File: src/hdl/prq_pkg.sv
// Shared types and constants of the priority ready queue.
// No dependencies; used by the cells, the top level and the checker.
package prq_pkg;

  localparam int NUM_SLOTS_DEF = 32;
  localparam int PRIO_BITS_DEF = 8;

  // Fixed field widths of the ports
  localparam int CMD_W    = 2;
  localparam int INPRIO_W = 8;
  localparam int SEL_W    = 5;
  localparam int STAT_W   = 2;
  localparam int OSLOT_W  = 5;

  typedef enum logic [1:0] {
    CMD_ACT  = 2'd0,
    CMD_TERM = 2'd1,
    CMD_SUSP = 2'd2,
    CMD_RES  = 2'd3
  } cmd_t;

  typedef enum logic [1:0] {
    ST_OK     = 2'd0,
    ST_NOFREE = 2'd1,
    ST_EMPTY  = 2'd2,
    ST_NORES  = 2'd3
  } status_t;

  typedef enum logic [1:0] {
    TS_FREE  = 2'd0,
    TS_READY = 2'd1,
    TS_SUSP  = 2'd2
  } tstat_t;

  typedef enum logic [1:0] {
    ROP_NONE   = 2'd0,
    ROP_INSERT = 2'd1,
    ROP_REMOVE = 2'd2
  } rop_t;

  typedef enum logic [1:0] {
    FOP_NONE = 2'd0,
    FOP_PUSH = 2'd1,
    FOP_POP  = 2'd2
  } fop_t;

  typedef enum logic {
    S_IDLE = 1'b0,
    S_EXEC = 1'b1
  } state_t;

  // Command broadcast to every ready cell
  typedef struct packed {
    rop_t op;
    logic ahead;
  } rcmd_t;

endpackage

File: src/hdl/prq_ready_cell.sv
// One cell of the sorted ready chain: holds a slot and its priority.
// Depends on prq_pkg.
module prq_ready_cell #(
  parameter int POS       = 0,
  parameter int SLOT_W    = 5,
  parameter int PRIO_BITS = 8
) (
  input  logic                 clk,
  input  logic                 rst_n,
  input  prq_pkg::rcmd_t       cmd,
  input  logic [PRIO_BITS-1:0] key,
  input  logic [SLOT_W-1:0]    new_slot,
  input  logic [SLOT_W-1:0]    rm_idx,
  input  logic                 left_valid,
  input  logic [SLOT_W-1:0]    left_slot,
  input  logic [PRIO_BITS-1:0] left_prio,
  input  logic                 left_before,
  input  logic                 right_valid,
  input  logic [SLOT_W-1:0]    right_slot,
  input  logic [PRIO_BITS-1:0] right_prio,
  output logic                 valid,
  output logic [SLOT_W-1:0]    slot,
  output logic [PRIO_BITS-1:0] prio,
  output logic                 precedes
);
  import prq_pkg::*;

  logic                 valid_r, valid_nxt;
  logic [SLOT_W-1:0]    slot_r, slot_nxt;
  logic [PRIO_BITS-1:0] prio_r, prio_nxt;

  // This entry stays ahead of the new one
  assign precedes = valid_r && ((prio_r > key) || (!cmd.ahead && (prio_r == key)));

  always_comb begin
    valid_nxt = valid_r;
    slot_nxt  = slot_r;
    prio_nxt  = prio_r;
    case (cmd.op)
      ROP_INSERT: begin
        if (!precedes) begin
          if (left_before) begin
            valid_nxt = 1'b1;
            slot_nxt  = new_slot;
            prio_nxt  = key;
          end else begin
            valid_nxt = left_valid;
            slot_nxt  = left_slot;
            prio_nxt  = left_prio;
          end
        end
      end
      ROP_REMOVE: begin
        if (SLOT_W'(POS) >= rm_idx) begin
          valid_nxt = right_valid;
          slot_nxt  = right_slot;
          prio_nxt  = right_prio;
        end
      end
      default: ;
    endcase
  end

  always_ff @(posedge clk) begin
    if (!rst_n) begin
      valid_r <= 1'b0;
    end else begin
      valid_r <= valid_nxt;
    end
  end

  always_ff @(posedge clk) begin
    slot_r <= slot_nxt;
    prio_r <= prio_nxt;
  end

  assign valid = valid_r;
  assign slot  = slot_r;
  assign prio  = prio_r;

endmodule

File: src/hdl/prq_free_cell.sv
// One cell of the free-slot stack; position zero is the top.
// Depends on prq_pkg.
module prq_free_cell #(
  parameter int POS    = 0,
  parameter int SLOT_W = 5
) (
  input  logic              clk,
  input  logic              rst_n,
  input  prq_pkg::fop_t     op,
  input  logic [SLOT_W-1:0] push_slot,
  input  logic              left_valid,
  input  logic [SLOT_W-1:0] left_slot,
  input  logic              right_valid,
  input  logic [SLOT_W-1:0] right_slot,
  output logic              valid,
  output logic [SLOT_W-1:0] slot
);
  import prq_pkg::*;

  logic              valid_r, valid_nxt;
  logic [SLOT_W-1:0] slot_r, slot_nxt;

  always_comb begin
    valid_nxt = valid_r;
    slot_nxt  = slot_r;
    case (op)
      FOP_PUSH: begin
        if (POS == 0) begin
          valid_nxt = 1'b1;
          slot_nxt  = push_slot;
        end else begin
          valid_nxt = left_valid;
          slot_nxt  = left_slot;
        end
      end
      FOP_POP: begin
        valid_nxt = right_valid;
        slot_nxt  = right_slot;
      end
      default: ;
    endcase
  end

  // Reset chains every slot in ascending order
  always_ff @(posedge clk) begin
    if (!rst_n) begin
      valid_r <= 1'b1;
      slot_r  <= SLOT_W'(POS);
    end else begin
      valid_r <= valid_nxt;
      slot_r  <= slot_nxt;
    end
  end

  assign valid = valid_r;
  assign slot  = slot_r;

endmodule

File: src/hdl/priority_ready_queue.sv
// Top level of the priority ready queue: ready chain, free stack, control.
// Depends on prq_pkg, prq_ready_cell and prq_free_cell.
//
//  channel | direction | handshake            | word
//  --------+-----------+----------------------+------------------------------------
//  in_     | in        | in_valid / in_ready  | cmd, prio, insert_at_head, task_sel
//  out_    | out       | out_valid / out_ready| status, slot, running_valid,
//          |           |                      | running_task, switched
//
// The accept edge of a command registers the checks, the chain index of the
// selected slot and the priority table read; the commit edge then shifts the
// cell chains and loads the result word. A new word is taken only after the
// previous command has committed, as the priority table read is registered
// ahead of the ready chain update.
// On reset the cell chains load their initial contents at once.
// A result word that is not taken holds the command back from its commit;
// the next input word is taken as soon as the result register is loaded.
module priority_ready_queue #(
  parameter int NUM_SLOTS = prq_pkg::NUM_SLOTS_DEF,
  parameter int PRIO_BITS = prq_pkg::PRIO_BITS_DEF
) (
  input  logic                         clk,
  input  logic                         rst_n,
  input  logic                         in_valid,
  output logic                         in_ready,
  input  logic [prq_pkg::CMD_W-1:0]    in_cmd,
  input  logic [prq_pkg::INPRIO_W-1:0] in_prio,
  input  logic                         in_insert_at_head,
  input  logic [prq_pkg::SEL_W-1:0]    in_task_sel,
  output logic                         out_valid,
  input  logic                         out_ready,
  output logic [prq_pkg::STAT_W-1:0]   out_status,
  output logic [prq_pkg::OSLOT_W-1:0]  out_slot,
  output logic                         out_running_valid,
  output logic [prq_pkg::OSLOT_W-1:0]  out_running_task,
  output logic                         out_switched
);
  import prq_pkg::*;

  localparam int SLOT_W = $clog2(NUM_SLOTS);

  // Cell chain taps
  logic                 r_valid  [NUM_SLOTS];
  logic [SLOT_W-1:0]    r_slot   [NUM_SLOTS];
  logic [PRIO_BITS-1:0] r_prio   [NUM_SLOTS];
  logic                 r_before [NUM_SLOTS];
  logic                 f_valid  [NUM_SLOTS];
  logic [SLOT_W-1:0]    f_slot   [NUM_SLOTS];

  // Per-slot status flops and the priority table
  tstat_t               tstat_r [NUM_SLOTS];
  logic [PRIO_BITS-1:0] prio_mem [NUM_SLOTS];
  logic [PRIO_BITS-1:0] prio_rd_r;

  state_t state_r, state_nxt;
  logic   accept, commit;

  // Command registered at the accept edge
  cmd_t                 cmd_r;
  status_t              status_r;
  logic [SLOT_W-1:0]    slot_r;
  logic [SLOT_W-1:0]    idx_r;
  logic                 ahead_r;
  logic [PRIO_BITS-1:0] key_r;

  // Accept-time decode
  cmd_t                 in_cmd_e;
  logic [PRIO_BITS-1:0] prio_k;
  logic [SLOT_W-1:0]    sel_idx;
  logic                 in_range;
  tstat_t               sel_stat;
  logic [SLOT_W-1:0]    match_idx;
  status_t              dec_status;
  logic [SLOT_W-1:0]    dec_slot;
  logic [SLOT_W-1:0]    dec_idx;

  // Commit-time controls
  rcmd_t                rcmd;
  fop_t                 fop;
  logic [PRIO_BITS-1:0] key;
  logic                 head_valid_nxt;
  logic [SLOT_W-1:0]    head_slot_nxt;
  logic                 ok;

  // Result register
  logic                 out_valid_r, out_valid_nxt;
  status_t              out_status_r;
  logic [OSLOT_W-1:0]   out_slot_r;
  logic                 out_run_valid_r;
  logic [OSLOT_W-1:0]   out_run_task_r;
  logic                 out_switched_r;

  assign in_cmd_e = cmd_t'(in_cmd);
  assign prio_k   = PRIO_BITS'(in_prio);   // drop or zero-fill to the table width
  assign sel_idx  = SLOT_W'(in_task_sel);
  assign in_range = int'(in_task_sel) < NUM_SLOTS;
  assign sel_stat = tstat_r[sel_idx];

  // Position of the selected slot in the ready chain (at most one match)
  always_comb begin
    match_idx = '0;
    for (int i = 0; i < NUM_SLOTS; i++) begin
      if (r_valid[i] && (r_slot[i] == sel_idx)) begin
        match_idx = match_idx | SLOT_W'(i);
      end
    end
  end

  always_comb begin
    dec_status = ST_OK;
    dec_slot   = '0;
    dec_idx    = '0;
    case (in_cmd_e)
      CMD_ACT: begin
        if (f_valid[0]) dec_slot = f_slot[0];
        else dec_status = ST_NOFREE;
      end
      CMD_TERM: begin
        if (r_valid[0]) dec_slot = r_slot[0];
        else dec_status = ST_EMPTY;
      end
      CMD_SUSP: begin
        if (in_range && (sel_stat == TS_READY)) begin
          dec_slot = sel_idx;
          dec_idx  = match_idx;
        end else begin
          dec_status = ST_NORES;
        end
      end
      default: begin
        if (in_range && (sel_stat == TS_SUSP)) dec_slot = sel_idx;
        else dec_status = ST_NORES;
      end
    endcase
  end

  // Next state
  always_comb begin
    state_nxt = state_r;
    unique case (state_r)
      S_IDLE: if (in_valid) state_nxt = S_EXEC;
      S_EXEC: if (!out_valid_r || out_ready) state_nxt = S_IDLE;
      default: state_nxt = S_IDLE;
    endcase
  end

  // State outputs
  always_comb begin
    in_ready = 1'b0;
    commit   = 1'b0;
    unique case (state_r)
      S_IDLE: in_ready = 1'b1;
      S_EXEC: commit = !out_valid_r || out_ready;
      default: ;
    endcase
  end

  assign accept = in_valid && in_ready;

  always_ff @(posedge clk) begin
    if (!rst_n) begin
      state_r <= S_IDLE;
    end else begin
      state_r <= state_nxt;
    end
  end

  // Hold the decoded command for the chain update
  always_ff @(posedge clk) begin
    if (accept) begin
      cmd_r    <= in_cmd_e;
      status_r <= dec_status;
      slot_r   <= dec_slot;
      idx_r    <= dec_idx;
      ahead_r  <= (in_cmd_e == CMD_ACT) && in_insert_at_head;
      key_r    <= prio_k;
    end
  end

  // Priority table: write the new task's priority, read the resumed one's
  always_ff @(posedge clk) begin
    if (accept) begin
      if ((in_cmd_e == CMD_ACT) && f_valid[0]) prio_mem[f_slot[0]] <= prio_k;
      prio_rd_r <= prio_mem[sel_idx];
    end
  end

  assign ok  = commit && (status_r == ST_OK);
  assign key = (cmd_r == CMD_RES) ? prio_rd_r : key_r;

  always_comb begin
    rcmd.op    = ROP_NONE;
    rcmd.ahead = ahead_r;
    fop        = FOP_NONE;
    if (ok) begin
      case (cmd_r)
        CMD_ACT: begin
          rcmd.op = ROP_INSERT;
          fop     = FOP_POP;
        end
        CMD_TERM: begin
          rcmd.op = ROP_REMOVE;
          fop     = FOP_PUSH;
        end
        CMD_SUSP: rcmd.op = ROP_REMOVE;
        default:  rcmd.op = ROP_INSERT;
      endcase
    end
  end

  // Head of the ready chain after this command
  always_comb begin
    head_valid_nxt = r_valid[0];
    head_slot_nxt  = r_slot[0];
    case (rcmd.op)
      ROP_INSERT: begin
        if (!r_before[0]) begin
          head_valid_nxt = 1'b1;
          head_slot_nxt  = slot_r;
        end
      end
      ROP_REMOVE: begin
        if (idx_r == '0) begin
          head_valid_nxt = r_valid[1];
          head_slot_nxt  = r_slot[1];
        end
      end
      default: ;
    endcase
  end

  // Slot status flops
  always_ff @(posedge clk) begin
    if (!rst_n) begin
      for (int i = 0; i < NUM_SLOTS; i++) tstat_r[i] <= TS_FREE;
    end else if (ok) begin
      case (cmd_r)
        CMD_TERM: tstat_r[slot_r] <= TS_FREE;
        CMD_SUSP: tstat_r[slot_r] <= TS_SUSP;
        default:  tstat_r[slot_r] <= TS_READY;
      endcase
    end
  end

  // Cell chains
  for (genvar g = 0; g < NUM_SLOTS; g++) begin : g_cell
    logic                 lv, lb, rv, flv, frv;
    logic [SLOT_W-1:0]    ls, rs, fls, frs;
    logic [PRIO_BITS-1:0] lp, rp;

    if (g == 0) begin : g_first
      assign lv  = 1'b0;
      assign ls  = '0;
      assign lp  = '0;
      assign lb  = 1'b1;
      assign flv = 1'b0;
      assign fls = '0;
    end else begin : g_mid
      assign lv  = r_valid[g-1];
      assign ls  = r_slot[g-1];
      assign lp  = r_prio[g-1];
      assign lb  = r_before[g-1];
      assign flv = f_valid[g-1];
      assign fls = f_slot[g-1];
    end

    if (g == NUM_SLOTS - 1) begin : g_last
      assign rv  = 1'b0;
      assign rs  = '0;
      assign rp  = '0;
      assign frv = 1'b0;
      assign frs = '0;
    end else begin : g_body
      assign rv  = r_valid[g+1];
      assign rs  = r_slot[g+1];
      assign rp  = r_prio[g+1];
      assign frv = f_valid[g+1];
      assign frs = f_slot[g+1];
    end

    prq_ready_cell #(
      .POS(g), .SLOT_W(SLOT_W), .PRIO_BITS(PRIO_BITS)
    ) u_rcell (
      .clk        (clk),
      .rst_n      (rst_n),
      .cmd        (rcmd),
      .key        (key),
      .new_slot   (slot_r),
      .rm_idx     (idx_r),
      .left_valid (lv),
      .left_slot  (ls),
      .left_prio  (lp),
      .left_before(lb),
      .right_valid(rv),
      .right_slot (rs),
      .right_prio (rp),
      .valid      (r_valid[g]),
      .slot       (r_slot[g]),
      .prio       (r_prio[g]),
      .precedes   (r_before[g])
    );

    prq_free_cell #(
      .POS(g), .SLOT_W(SLOT_W)
    ) u_fcell (
      .clk        (clk),
      .rst_n      (rst_n),
      .op         (fop),
      .push_slot  (slot_r),
      .left_valid (flv),
      .left_slot  (fls),
      .right_valid(frv),
      .right_slot (frs),
      .valid      (f_valid[g]),
      .slot       (f_slot[g])
    );
  end

  // Result register: load on commit, drop when taken
  always_comb begin
    out_valid_nxt = out_valid_r;
    if (commit) out_valid_nxt = 1'b1;
    else if (out_ready) out_valid_nxt = 1'b0;
  end

  always_ff @(posedge clk) begin
    if (!rst_n) begin
      out_valid_r <= 1'b0;
    end else begin
      out_valid_r <= out_valid_nxt;
    end
  end

  always_ff @(posedge clk) begin
    if (commit) begin
      out_status_r    <= status_r;
      out_slot_r      <= (status_r == ST_OK) ? OSLOT_W'(slot_r) : '0;
      out_run_valid_r <= head_valid_nxt;
      out_run_task_r  <= head_valid_nxt ? OSLOT_W'(head_slot_nxt) : '0;
      out_switched_r  <= (head_valid_nxt != r_valid[0]) ||
                         (head_valid_nxt && (head_slot_nxt != r_slot[0]));
    end
  end

  assign out_valid         = out_valid_r;
  assign out_status        = out_status_r;
  assign out_slot          = out_slot_r;
  assign out_running_valid = out_run_valid_r;
  assign out_running_task  = out_run_task_r;
  assign out_switched      = out_switched_r;

endmodule

File: config.mk
export PLATFORM = sky130hd
export DESIGN_NAME = priority_ready_queue
export DESIGN_NICKNAME = d
export VERILOG_FILES = /design/src/hdl/prq_pkg.sv /design/src/hdl/prq_ready_cell.sv /design/src/hdl/prq_free_cell.sv /design/src/hdl/priority_ready_queue.sv
export SDC_FILE = /design/constraint.sdc
export NUM_CORES = 2
export LEC_CHECK = 0
export BUFFER_PORTS_ARGS = -buffer_cell sky130_fd_sc_hd__buf_4
export CAP_MARGIN = 10
export CORE_MARGIN = 2
export CORE_UTILIZATION = 40
export CTS_CLUSTER_SIZE = 28
export DETAILED_ROUTE_END_ITERATION = 6
export GPL_TIMING_DRIVEN = 0
export PLACE_DENSITY_LB_ADDON = 0.15
export SLEW_MARGIN = 20
export SYNTH_ARGS = -nofsm -noshare
export SYNTH_HDL_FRONTEND = slang
export SYNTH_SLANG_ARGS = --single-unit
File: constraint.sdc
create_clock -name clk -period 7.9 [get_ports clk]
set_clock_uncertainty 0.2 [all_clocks]
set_input_delay 0.79 -clock clk [delete_from_list [all_inputs] [get_ports clk]]
set_output_delay 0.79 -clock clk [all_outputs]
set_load 0.05 [all_outputs]
# Word level (Yosys, flattened, before mapping)
# Memory sizes are Yosys's and may differ from the RTL's. A register that Yosys moved wholly into a read port is not among the register bits.
# Cells that the tools add are included.
word_totals:
  input_bits: 20
  mem_bits_rw: 320
  reg_bits: 679
  elab_cells: 1552
  n_memories: 2
classes:
  order_cmp: 64
  bitwise: 3
  eq_ne: 140
  muxes: 992
  reduce_logical: 178
memory_table:
  columns: ["memory", "depth", "width", "read_ports", "rd_clocked_by_memory_dff", "wr", "line", "rtl"]
  rows:
  - ["prio_mem", 32, 8, 1, 1, 1, "priority_ready_queue.sv:52", "logic [PRIO_BITS-1:0] prio_mem [NUM_SLOTS];"]
  - ["tstat_r", 32, 2, 1, 0, 32, "priority_ready_queue.sv:51", "tstat_t tstat_r [NUM_SLOTS];"]
op_table:
  columns: ["operator", "n"]
  rows:
  - ["8-bit 2-to-1 mux", 224]
  - ["5-bit 2-to-1 mux", 286]
  - ["5-bit case mux with 2 select lines", 65]
  - ["8-bit case mux with 2 select lines", 32]
  - ["1-bit 2-to-1 mux", 287]
  - ["8-bit == test", 32]
  - ["8-bit > comparator", 32]
  - ["5-bit == test", 31]
  - ["1-bit case mux with 2 select lines", 66]
  - ["1-bit logical AND", 100]
  - ["3-bit AND reduction", 32]
  - ["5-bit greater-or-equal comparator, first input constant", 16]
  - ["2-bit by 1-bit inequality test with 1-bit output, second input constant", 32]
  - ["2-bit inequality test, second input constant", 32]
  - ["4-bit by 5-bit greater-or-equal comparator with 1-bit output, first input constant", 8]
  - ["1-bit logical OR", 34]
  - ["2-bit 2-to-1 mux", 17]
  - ["4-bit 2-to-1 mux", 8]
  - ["3-bit by 5-bit greater-or-equal comparator with 1-bit output, first input constant", 4]
  - ["5-bit case mux with 3 select lines", 1]
  - ["2-bit == test, second input constant", 6]
  - ["3-bit 2-to-1 mux", 4]
  - ["2-bit by 1-bit == test with 1-bit output, second input constant", 5]
  - ["1-bit by 5-bit greater-or-equal comparator with 1-bit output, first input constant", 2]
  - ["other kinds (13)", 21]

# Depth between registers and ports, before layout
logic_depth:
  word_depth: 35
  mapped_depth: 14
  depth_no_buf: 11

# Modules after synthesis
# From an unflattened synthesis, not the netlist that was laid out.
hier_totals:
  cells_unflattened: 5255
  area_unflattened_um2: 59027.9
modules_own_cells:
  columns: ["mod", "n_inst", "seq_area_each_um2", "cells_each", "area_per_inst_um2"]
  rows:
  - ["priority_ready_queue", 1, 11000.6, 1149, 17425.5]
  - ["prq_ready_cell at g_cell[10].u_rcell ...", 4, 410.4, 100, 972.2]
  - ["prq_free_cell at g_cell[10].u_fcell ...", 10, 120.1, 28, 319.1]
  - ["prq_free_cell at g_cell[11].u_fcell ...", 10, 120.1, 28, 311.5]
  - ["prq_ready_cell at g_cell[29].u_rcell ...", 3, 410.4, 100, 974.7]
  - ["prq_ready_cell at g_cell[23].u_rcell ...", 2, 410.4, 100, 997.2]
  - ["prq_ready_cell at g_cell[20].u_rcell ...", 2, 410.4, 101, 996.0]
  - ["prq_ready_cell at g_cell[14].u_rcell ...", 2, 410.4, 100, 970.9]
  - ["prq_free_cell at g_cell[15].u_fcell ...", 6, 120.1, 28, 304.0]
  - ["prq_free_cell at g_cell[16].u_fcell ...", 5, 120.1, 29, 335.3]
  - ["prq_ready_cell at g_cell[1].u_rcell", 1, 410.4, 103, 1022.2]
  - ["prq_ready_cell at g_cell[2].u_rcell", 1, 410.4, 100, 1011.0]
  - ["prq_ready_cell at g_cell[5].u_rcell", 1, 410.4, 101, 1011.0]
  - ["prq_ready_cell at g_cell[11].u_rcell", 1, 410.4, 104, 996.0]
  - ["+16 rows", null, null, null, null]

# Least setup slack after synthesis
# OpenSTA, ideal clock, no wires.
synth_path:
  path_kind: "register to register"
  from: "register cmd_r[0]"
  to: "register g_cell[13].u_rcell.prio_r[0], enable pin"
  synth_period_minus_slack_ns: 5.214
  arrival_time_ns: 4.610
  slack_ns: 2.686
  stages_incl_launch_ff: 12
  path_buffers: 2
  path_cell_list: "edfxtp_1 > ha_1 > buf_6 > mux2_2 > clkbuf_1 > ha_1 > nand2b_1 > maj3_1 > maj3_1 > nand3_1 > a31oi_2 > o21ai_0"
synth_between:
  elab_chain_len: 8
  elab_cells_between_ends: 19
synth_lines:
  columns: ["element", "line", "rtl"]
  rows:
  - ["from (decl)", "priority_ready_queue.sv:59", "cmd_t cmd_r;"]
  - ["from (signal assigned)", "priority_ready_queue.sv:171", "cmd_r <= in_cmd_e;"]
  - ["parallel branches: the longest is 7 deep, another holds 8-bit > comparator", null, null]
  - ["3-bit AND reduction (no line) *", null, null]
  - ["to (signal assigned)", "prq_ready_cell.sv:74", "prio_r <= prio_nxt;"]
  - ["to (decl)", "prq_ready_cell.sv:30", "logic [PRIO_BITS-1:0] prio_r, prio_nxt;"]
# Mark *: on every way between the ends. The select of a mux whose other input is x is not followed.
# A chain may end at the register's enable or synchronous reset.

# Worst setup path in the final report
layout_path:
  from: "register cmd_r[0]"
  to: "register g_cell[15].u_rcell.prio_r[4], enable pin"
layout_between:
  elab_chain_len: 8
  elab_cells_between_ends: 19
layout_lines:
  columns: ["element", "line"]
  rows:
  - ["parallel branches: the longest is 7 deep, another holds 8-bit > comparator", null]
  - ["3-bit AND reduction (no line) *", null]
  - ["to (signal assigned)", "prq_ready_cell.sv:74"]
  - ["to (decl)", "prq_ready_cell.sv:30"]
# Marked as above.

==> results.cfg <==
[placed_design]
place_hpwl_mm = 156
placedInstanceArea_sq_um = 57400
place_congestion = 0.991
io_buffers = 31
post-place-ws_ns = 1.63

[cells_and_area]
fin_nets = 5248
layout-drive-gt1-share_pct = 11.1
areaGrowthSynthToFinish_pct = 12.4
fin_area_sq_um = 61300

[clock_network]
cts.sink_count = 1007
cts_root_buf = clkbuf_16
cts_resized = 0
hold_buffers = 1
htreeDepth = 3
cts_buffers = 116
post_cts_buffers = 0
cts_buffer_depth = 3
clkTransAtPathRegs_ns = 0.06
clock_latency_ns = 0.82
cts_tree = done

[worst_setup_path]
setup.worst_path.class = reg2reg
arrival_ns = 6.75
critical_path_required_ns = 8.07
startpoint_type = register
worstSetupEndpointType = register
r2r_slack_ns = 1.32
worstPathMaxFanout = 23

[power]
vdd_drop_max_mv = 0.187
power_frac_seq_pct = 45.8
p_sw_w = 0.00349
p_int_w = 0.00947
powerDensity_nw_per_um2 = 211
pwr-share-clk_pct = 42.9
p_leak_nw = 21.6
power_frac_comb_pct = 11.3
sw_frac_of_total_pct = 26.9

[min_path]
hold_class = in2reg

[yosys]
synth_edf_count = 781
async_flop_share_pct = 0
yosysSeqAreaShare_pct = 51.3
syn_nets = 5077
ys.flop_type = edfxtp_1
netlist_area_sq_um = 54500
ys_seq_elements = 1007
syn_inst = 4859
synth.distinct_cells = 75
synth_area_per_cell_sq_um = 11.2
yosysWarnings = 0

[floorplanning]
core_area_sq_um = 135000
io_pins = 36
die_h_um = 373
row_count = 135
die_x_um = 373
initial_core_util_pct = 40.3
die_area_sq_um = 139000

[global_route]
grt_pass1_vias = 41400
overflow = 0
grt_pass1_wl_mm = 304
antenna_found_initial = 12
grt.total_usage_pct = 30.0
grt_max_degree = 42

[detailed_routing]
ant_nets = 0
drt_wl_total_mm = 214
wl_per_cell_um = 31.0
via_per_inst = 6.19
vias = 42800
dr.pass1.iters = 6
drt_iter0_drc = 5290
drc_errors = 0

[timing]
fin_crit_sh_pct = 83.3
slew_headroom_pct = 12.8
fmax_mhz = 152
slew_viol_final = 0
setup_ws_ns = 1.32
rsz0062_at_grt = no
hold_viol_final = 0
fin_setup_tns_ns = 0
period_needed_ns = 6.58
tightest_slew_ns = 1.31
finalSetupViolations = 0

[job]
drv_cap = 0

[run_status]
outcome = finished, final reports clean
[worst max-delay path, stage by stage, from the launching register on]
cell and delay (ns):
edfxtp_1 0.45, ha_1 0.29, buf_6 0.18, mux2_2 0.50, clkbuf_1 0.93, inv_2 0.47, buf_12 0.32, ha_1 0.31
and4_1 0.24, nand4_1 0.12, o311ai_2 0.91, buf_2 0.49, a21o_1 0.74
[cells in the mapped netlist (all sizes together) (18+ instances only)]
cell / count / area [sq um]
edfxtp: 781 / 23500
nand2: 503 / 1890
nor2: 455 / 1710
mux2i: 414 / 4160
a21oi: 246 / 1230
clkbuf: 243 / 912
o21ai: 242 / 1210
dfxtp: 226 / 4520
ha: 198 / 2480
nand3: 186 / 931
o211ai: 144 / 1080
buf: 135 / 738
xor2: 119 / 1040
mux2: 116 / 1310
xnor2: 110 / 963
mux4: 84 / 1890
inv: 61 / 229
a221o: 45 / 450
nand4: 38 / 238
a21o: 35 / 263
maj3: 35 / 350
and4: 34 / 298
nand2b: 34 / 213
a31oi: 33 / 257
nor3: 31 / 165
nor4: 30 / 188
o311ai: 28 / 360
nor2b: 22 / 138
a211oi: 20 / 150
and2: 19 / 119
o221ai: 19 / 166
and3: 18 / 113
[cell families after synthesis]
kind of cell	count (synthesis)	synth area share [%]
buf+inv	440	3.45
compound gates	940	11.6
xor+xnor	229	3.68
mux	614	13.5
flops	1007	51.3
fa+ha+maj	233	5.18
simple gates	1396	11.3
[metrics by stage]
step	power (W)	util (%)	hold WS, ns	instances
after floorplan	0.00684	-	0.238	4859
after global placement	0.00742	42.1	0.254	6671
after detailed placement	0.00747	42.4	0.260	6691
after CTS	0.0130	45.3	0.0532	6905
after global routing	0.0133	45.3	0.0714	6908
final	0.0130	45.3	0.0849	6909
[routing by layer]
metal	up-vias	wire length [um]	GRT usage, %	part of all wire (%)
li1	18500	-	-	-
met1	21400	85100	39.4	40
met2	2314	97900	48.0	46
met3	540	18900	5.04	8.8
met4	6	11900	14.9	5.6
met5	-	42	0	0.020
[power by group through the flow]
stage               Sequential, W  Clock [W]  Combinational, W
floorplan                 0.00600          0          0.000837
global placement          0.00604          0           0.00138
detailed placement        0.00604          0           0.00143
CTS                       0.00593    0.00562           0.00143
global route              0.00594    0.00582           0.00154
finish                    0.00593    0.00556           0.00147
[placed cells by master (no fill, tap or decap), types with 56 or more instances in the layout]
| cell type | instances |
|---|---|
| o211ai_1 | 144 |
| nor2_1 | 453 |
| xor2_1 | 119 |
| dfxtp_1 | 226 |
| buf_2 | 58 |
| a21oi_1 | 244 |
| mux2i_1 | 412 |
| o21ai_0 | 217 |
| nand3_1 | 186 |
| mux2_2 | 116 |
| nand2_1 | 503 |
| mux4_2 | 84 |
| clkbuf_1 | 265 |
| ha_1 | 198 |
| edfxtp_1 | 781 |
| clkbuf_16 | 116 |
| xnor2_1 | 110 |
| inv_1 | 56 |
[flip-flops by register name, summed over array words and instances (netlist names), 2 cells and up]
name and flops:
cmd_r 2, g_cell.u_fcell.slot 160, g_cell.u_fcell.valid 32, g_cell.u_rcell.prio 256
g_cell.u_rcell.slot 160, g_cell.u_rcell.valid 32, idx_r 5, key_r 8
out_running_task 5, out_slot 5, out_status 2, prio_mem 256
prio_rd_r 8, slot_r 5, status_r 2, tstat_r 64
[path summary, 6_finish.rpt]
path	start	to	depth (start not counted)
worst max-delay path	cmd_r[0]$_DFFE_PP_	g_cell[15].u_rcell.prio[4]$_DFFE_PP_	12
worst min-delay path	in_cmd[0]	cmd_r[0]$_DFFE_PP_	1
worst max register to register	cmd_r[0]$_DFFE_PP_	g_cell[15].u_rcell.prio[4]$_DFFE_PP_	12
worst min register to register	g_cell[30].u_fcell.slot[2]$_SDFFE_PN1P_	g_cell[30].u_fcell.slot[2]$_SDFFE_PN1P_	2
[layout make-up]
cell class                 instances  area (sq um)
antenna                            3          7.51
buffer                           378          1670
clock buffer                     150          3100
clock inverter                    63           773
fill                           12800         74100
inverter                          62           233
multi-input combinational       3412         24800
sequential                      1007         28000
tap                             1781          2230
timing repair buffer              53           566
(Power assumes the default switching activity.)
